### src/design/sorted_occurrence_table_core_assert.svh
// ----------------------------------------------------------------------------
// Assertion macros for the sorted occurrence table
// Wrappers that give every concurrent check the same clock, reset and report.
// ----------------------------------------------------------------------------
`ifndef SORTED_OCCURRENCE_TABLE_CORE_ASSERT_SVH
`define SORTED_OCCURRENCE_TABLE_CORE_ASSERT_SVH

// Same-cycle implication, disabled while reset is high.
`define SOT_ASSERT_NOW(lbl, clk, rst, ante, cons) \
   lbl: assert property (@(posedge clk) disable iff (rst) (ante) |-> (cons)) \
      else $error("sorted occurrence table check failed");

// Next-cycle implication, disabled while reset is high.
`define SOT_ASSERT_NEXT(lbl, clk, rst, ante, cons) \
   lbl: assert property (@(posedge clk) disable iff (rst) (ante) |=> (cons)) \
      else $error("sorted occurrence table check failed");

`endif

### src/design/sot_pkg.sv
// ----------------------------------------------------------------------------
// Sorted occurrence table package
// Field widths, parameter defaults and the command word of the cell chain.
// ----------------------------------------------------------------------------
`default_nettype none

package sot_pkg;

   // Fixed widths of the transfer fields.
   localparam int DOC_ID_BITS = 16;
   localparam int SLOT_BITS   = 6;
   localparam int OCC_BITS    = 16;
   localparam int TOTAL_BITS  = 7;

   // Defaults of the top-level parameters.
   localparam int MAX_ENTRIES_DEFAULT = 64;
   localparam int ID_BITS_DEFAULT     = 16;
   localparam int COUNT_BITS_DEFAULT  = 16;

   // Command broadcast from the sequencer to every cell.
   typedef struct packed {
      logic compare;  // latch less-than and equal flags against the key
      logic insert;   // open a gap at the boundary and write the key there
      logic bump;     // increment the count of the matching cell
   } cell_cmd_type;

endpackage

`default_nettype wire

### src/design/sot_cell.sv
// ----------------------------------------------------------------------------
// Sorted occurrence table cell
// Holds one (id, count) entry, compares it with the key and shifts up.
// ----------------------------------------------------------------------------
`default_nettype none

module sot_cell #(
   parameter int ID_BITS    = sot_pkg::ID_BITS_DEFAULT,
   parameter int COUNT_BITS = sot_pkg::COUNT_BITS_DEFAULT
) (
   input  wire logic                    clock,
   input  wire logic                    reset,
   input  wire sot_pkg::cell_cmd_type   cmd,
   input  wire logic [ID_BITS-1:0]      key,
   input  wire logic                    valid,
   input  wire logic                    prev_lt,
   input  wire logic                    prev_valid,
   input  wire logic [ID_BITS-1:0]      prev_id,
   input  wire logic [COUNT_BITS-1:0]   prev_count,
   output logic                         lt_out,
   output logic                         eq_out,
   output logic [ID_BITS-1:0]           id_out,
   output logic [COUNT_BITS-1:0]        count_out,
   output logic [COUNT_BITS-1:0]        count_plus
);

   logic [ID_BITS-1:0]    id_ff, id_in;
   logic [COUNT_BITS-1:0] count_ff, count_in;
   logic                  lt_ff, lt_in;
   logic                  eq_ff, eq_in;
   logic                  take_key;
   logic                  take_prev;

   // Saturating increment of the held count.
   assign count_plus = (&count_ff) ? count_ff : count_ff + COUNT_BITS'(1);

   // The key lands where the less-than flags change from one to zero; every
   // valid entry above that point moves up by one cell.
   assign take_key  = cmd.insert & ~lt_ff & prev_lt;
   assign take_prev = cmd.insert & ~prev_lt & prev_valid;

   // Compare flags are only meaningful for cells that hold an entry.
   always_comb begin
      lt_in = lt_ff;
      eq_in = eq_ff;
      if (cmd.compare) begin
         lt_in = valid & (id_ff < key);
         eq_in = valid & (id_ff == key);
      end
   end

   // Entry update: insert, shift or count increment.
   always_comb begin
      id_in    = id_ff;
      count_in = count_ff;
      if (take_key) begin
         id_in    = key;
         count_in = COUNT_BITS'(1);
      end else if (take_prev) begin
         id_in    = prev_id;
         count_in = prev_count;
      end else if (cmd.bump & eq_ff) begin
         count_in = count_plus;
      end
   end

   always_ff @(posedge clock) begin
      id_ff    <= id_in;
      count_ff <= count_in;
   end

   always_ff @(posedge clock) begin
      if (reset) begin
         lt_ff <= 1'b0;
         eq_ff <= 1'b0;
      end else begin
         lt_ff <= lt_in;
         eq_ff <= eq_in;
      end
   end

   assign lt_out    = lt_ff;
   assign eq_out    = eq_ff;
   assign id_out    = id_ff;
   assign count_out = count_ff;

endmodule

`default_nettype wire
### config.mk
export PLATFORM = sky130hd
export DESIGN_NAME = sot_cell
export DESIGN_NICKNAME = d
export VERILOG_FILES = /design/src/design/sorted_occurrence_table_core_assert.svh /design/src/design/sot_pkg.sv /design/src/design/sot_cell.sv
export SDC_FILE = /design/constraint.sdc
export NUM_CORES = 1
export LEC_CHECK = 0
export ABC_CLOCK_PERIOD_IN_PS = 2600
export BUFFER_PORTS_ARGS = -buffer_cell sky130_fd_sc_hd__buf_2
export CAP_MARGIN = 25
export CORE_ASPECT_RATIO = 1.4
export CORE_UTILIZATION = 45
export CTS_CLUSTER_SIZE = 10
export DETAILED_ROUTE_END_ITERATION = 6
export GPL_ROUTABILITY_DRIVEN = 1
export PLACE_DENSITY_LB_ADDON = 0.12
export SYNTH_ARGS = -nofsm -noshare
export SYNTH_HDL_FRONTEND = slang
export SYNTH_SLANG_ARGS = --single-unit
export TNS_END_PERCENT = 100
### constraint.sdc
create_clock -name clock -period 2.6 [get_ports clock]
set_input_delay 0.26 -clock clock [delete_from_list [all_inputs] [get_ports clock]]
set_output_delay 0.26 -clock clock [all_outputs]
set_load 0.02 [all_outputs]
==> impl_results.md <==
- Status: complete, no violations
- Net Sw Frac: 35.4%
- Endpoints failing hold: 0
- GR Util All Layers: 22.1%
- Post-CTS Setup Bufs: 0
- Mapped Cells: 286
- Worst endpoint required time: 2.34 ns
- Via-to-Cell Ratio: 5.28
- Antenna violations before repair: 0
- P_int: 0.000979 W
- CTS root buf: clkbuf_8
- Via count: 2407
- Final wirelength: 6180 µm
- PwrDens: 495 nW/µm²
- DRT Pass-1 Iters: 4
- Gr ovfl total: 0
- Synth top area share: 20.0%
- Sequential power share: 45.2%
- Clock transition at path regs: 0.07 ns
- Async SR Flop Fraction: 0%
- Sum Neg Setup Slack: 0 ns
- Clock power frac: 25.7%
- Core box area: 5160 µm²
- Syn Area/Cell: 8.41 µm²
- Finish-stage setup viols: 0
- CTS tree: built
- Post-synthesis cell area: 2410 µm²
- Area delta synth->final: 27.2%
- H-tree levels: 2
- Largest net degree at the start of global routing: 41
- Seq/Total Area, Yosys: 34.9%
- Die Wd: 63.8 µm
- Syn_nets: 359
- Final Wtd Congestion: 0.851
- Final slew viol count: 0
- Final worst-path setup slack: 0.250 ns
- # diodes: 0
- HP Class: in -> reg
- RSZ-0062 raised after global routing: false
- DRT antenna net count: 0
- Via count of the first global-routing pass: 2195
- Fmax achieved: 425 MHz
- EDFF count, synth: 16
- P_leak: 1.43 nW
- Area leader, netlist: edfxtp_1
- Seq cells post-synth: 34
- Setup crit start kind: flip-flop
- CTS buffer count: 5
- Clk sinks: 34
- Post-route insts no fill: 456
- Drt first-iter violations: 89
- Comb power frac: 29.1%
- Layout cells sized above 1: 34.4%
- CP arrival: 2.09 ns
- Top FF cell, synth: dfxtp_1
- Slew @ Worst Pin: 0.531 ns
- Crit. End Element: output pin
- Synth warn: 0
- Skew-Pair Late Insertion Delay: 0.29 ns
- Crit-path max FO: 8
- # placed instances: 448
- CTS max path bufs: 2
- WS Path Type: reg -> out
- Setup WS pre-CTS: 0.405 ns
- Height of the die: 88.5 µm
- Starting Density: 46.6%
- Rel. slew slack: 64.5%
- Net Sw Power: 0.000537 W
- Area contributors post-synth: edfxtp_1 (20%), dfxtp_1 (15%), ha_1 (8.8%)
- Row cnt: 31
- Min Tclk post-route: 2.35 ns
- Number of remaining DRC errors: 0
- Count of cell types in the netlist: 50
- VDD IR-drop max: 0.000371 V
- Post-DP HPWL: 4770 µm
- Port Buf Inserts: 105
- IO Pins: 106
- Full die area: 5650 µm²
- Final #Nets: 462
- Skew final: 0.0102 ns
- First-pass GRT wire length: 9620 µm
- Avg WL per Cell: 13.6 µm
- Max cap viols: 0
- Fin crit share: 90.4%
[final cells by class]
| class | count | area, µm² |
|---|---|---|
| Clock buffer | 5 | 68.8 |
| Clock inverter | 3 | 16.3 |
| Fill cell | 506 | 2100 |
| Inverter | 18 | 67.6 |
| Multi-Input combinational cell | 218 | 1410 |
| Sequential cell | 34 | 841 |
| Tap cell | 66 | 82.6 |
| Timing Repair Buffer | 112 | 578 |
[layout by cell type, fill, tap and decap left out, types with 5 or more instances in the layout]
master	n
a21oi_1	21
a31oi_1	5
buf_2	105
buf_4	7
clkbuf_8	5
dfxtp_1	18
edfxtp_1	16
ha_1	17
inv_1	18
nand2_1	47
nand3_1	12
nand4_1	7
nor2_1	15
o21ai_0	28
xnor2_1	8
xor2_1	5
[worst max-delay path: stages (launching register included)]
cell and delay [ns]:
dfxtp_1 0.45, ha_1 0.24, nand3_2 0.17, or3_4 0.47, nand3_1 0.12, nor2_1 0.06, xor2_1 0.13, buf_2 0.16
[power by group through the flow]
stage / Clock [W] / Sequential, W / Combinational, W
2_1_floorplan: 0 / 0.000740 / 0.000238
3_3_place_gp: 0 / 0.000696 / 0.000439
3_5_place_dp: 0 / 0.000696 / 0.000444
4_1_cts: 0.000404 / 0.000684 / 0.000447
5_1_grt: 0.000428 / 0.000694 / 0.000484
6_report: 0.000390 / 0.000685 / 0.000441
[sequential cells by signal, indices dropped and copies added, names as in the netlist]
signal and count:
count_out 16, eq_out 1, id_out 16, lt_out 1
[synthesized netlist by cell type, drive strengths merged (5+ instances only)]
| cell | number |
|---|---|
| o21ai | 28 |
| dfxtp | 18 |
| xnor2 | 8 |
| nand3 | 13 |
| a21oi | 22 |
| a31oi | 5 |
| xor2 | 5 |
| edfxtp | 16 |
| inv | 18 |
| nand2 | 47 |
| clkbuf | 11 |
| nor4 | 5 |
| ha | 17 |
| nand4 | 9 |
| nor2 | 15 |
[layer usage]
metal | part of all wire [%] | track usage [%]
met4 | 1.9 | 8.68
met5 | 0 | 0
met3 | 5.8 | 4.64
met1 | 41 | 24.7
met2 | 51 | 40.8
[kinds of logic (layout without fill, tap and decap cells)]
family	Yosys count	in the layout	synth area share, %
AO/OA/AOI/OAI	74	74	18.1
XOR/XNOR	13	13	4.73
adder cells (fa/ha/maj)	17	17	8.84
buffers and inverters	34	138	7.02
flip-flops	34	34	34.9
multiplexers	3	3	1.35
AND/OR/NAND/NOR	111	111	25.0
[metrics by stage]
step	util [%]	hold WS [ns]	area [µm²]	power [W]
2_1_floorplan	-	0.329	2410	0.000978
3_3_place_gp	57.5	0.459	2970	0.00114
3_5_place_dp	57.5	0.462	2970	0.00114
4_1_cts	59.1	0.156	3050	0.00154
5_1_grt	59.3	0.154	3060	0.00161
6_report	59.3	0.160	3060	0.00152
[final timing paths]
check	startpoint	endpoint	slack [ns]	cells past startpoint
min reg2reg	eq_out	eq_out	0.52	2
min	reset	eq_out	0.16	2
max	count_out[0]	count_plus[11]	0.25	7
max reg2reg	count_out[0]	count_out[3]	0.75	6
[timing repair]
| action | in CTS | in global routing |
|---|---|---|
| resized for setup | 0 | 2 |
| endpoints found under the setup margin | 0 | 3 |
| hold buffers | 0 | 0 |
(Power assumes the default switching activity.)
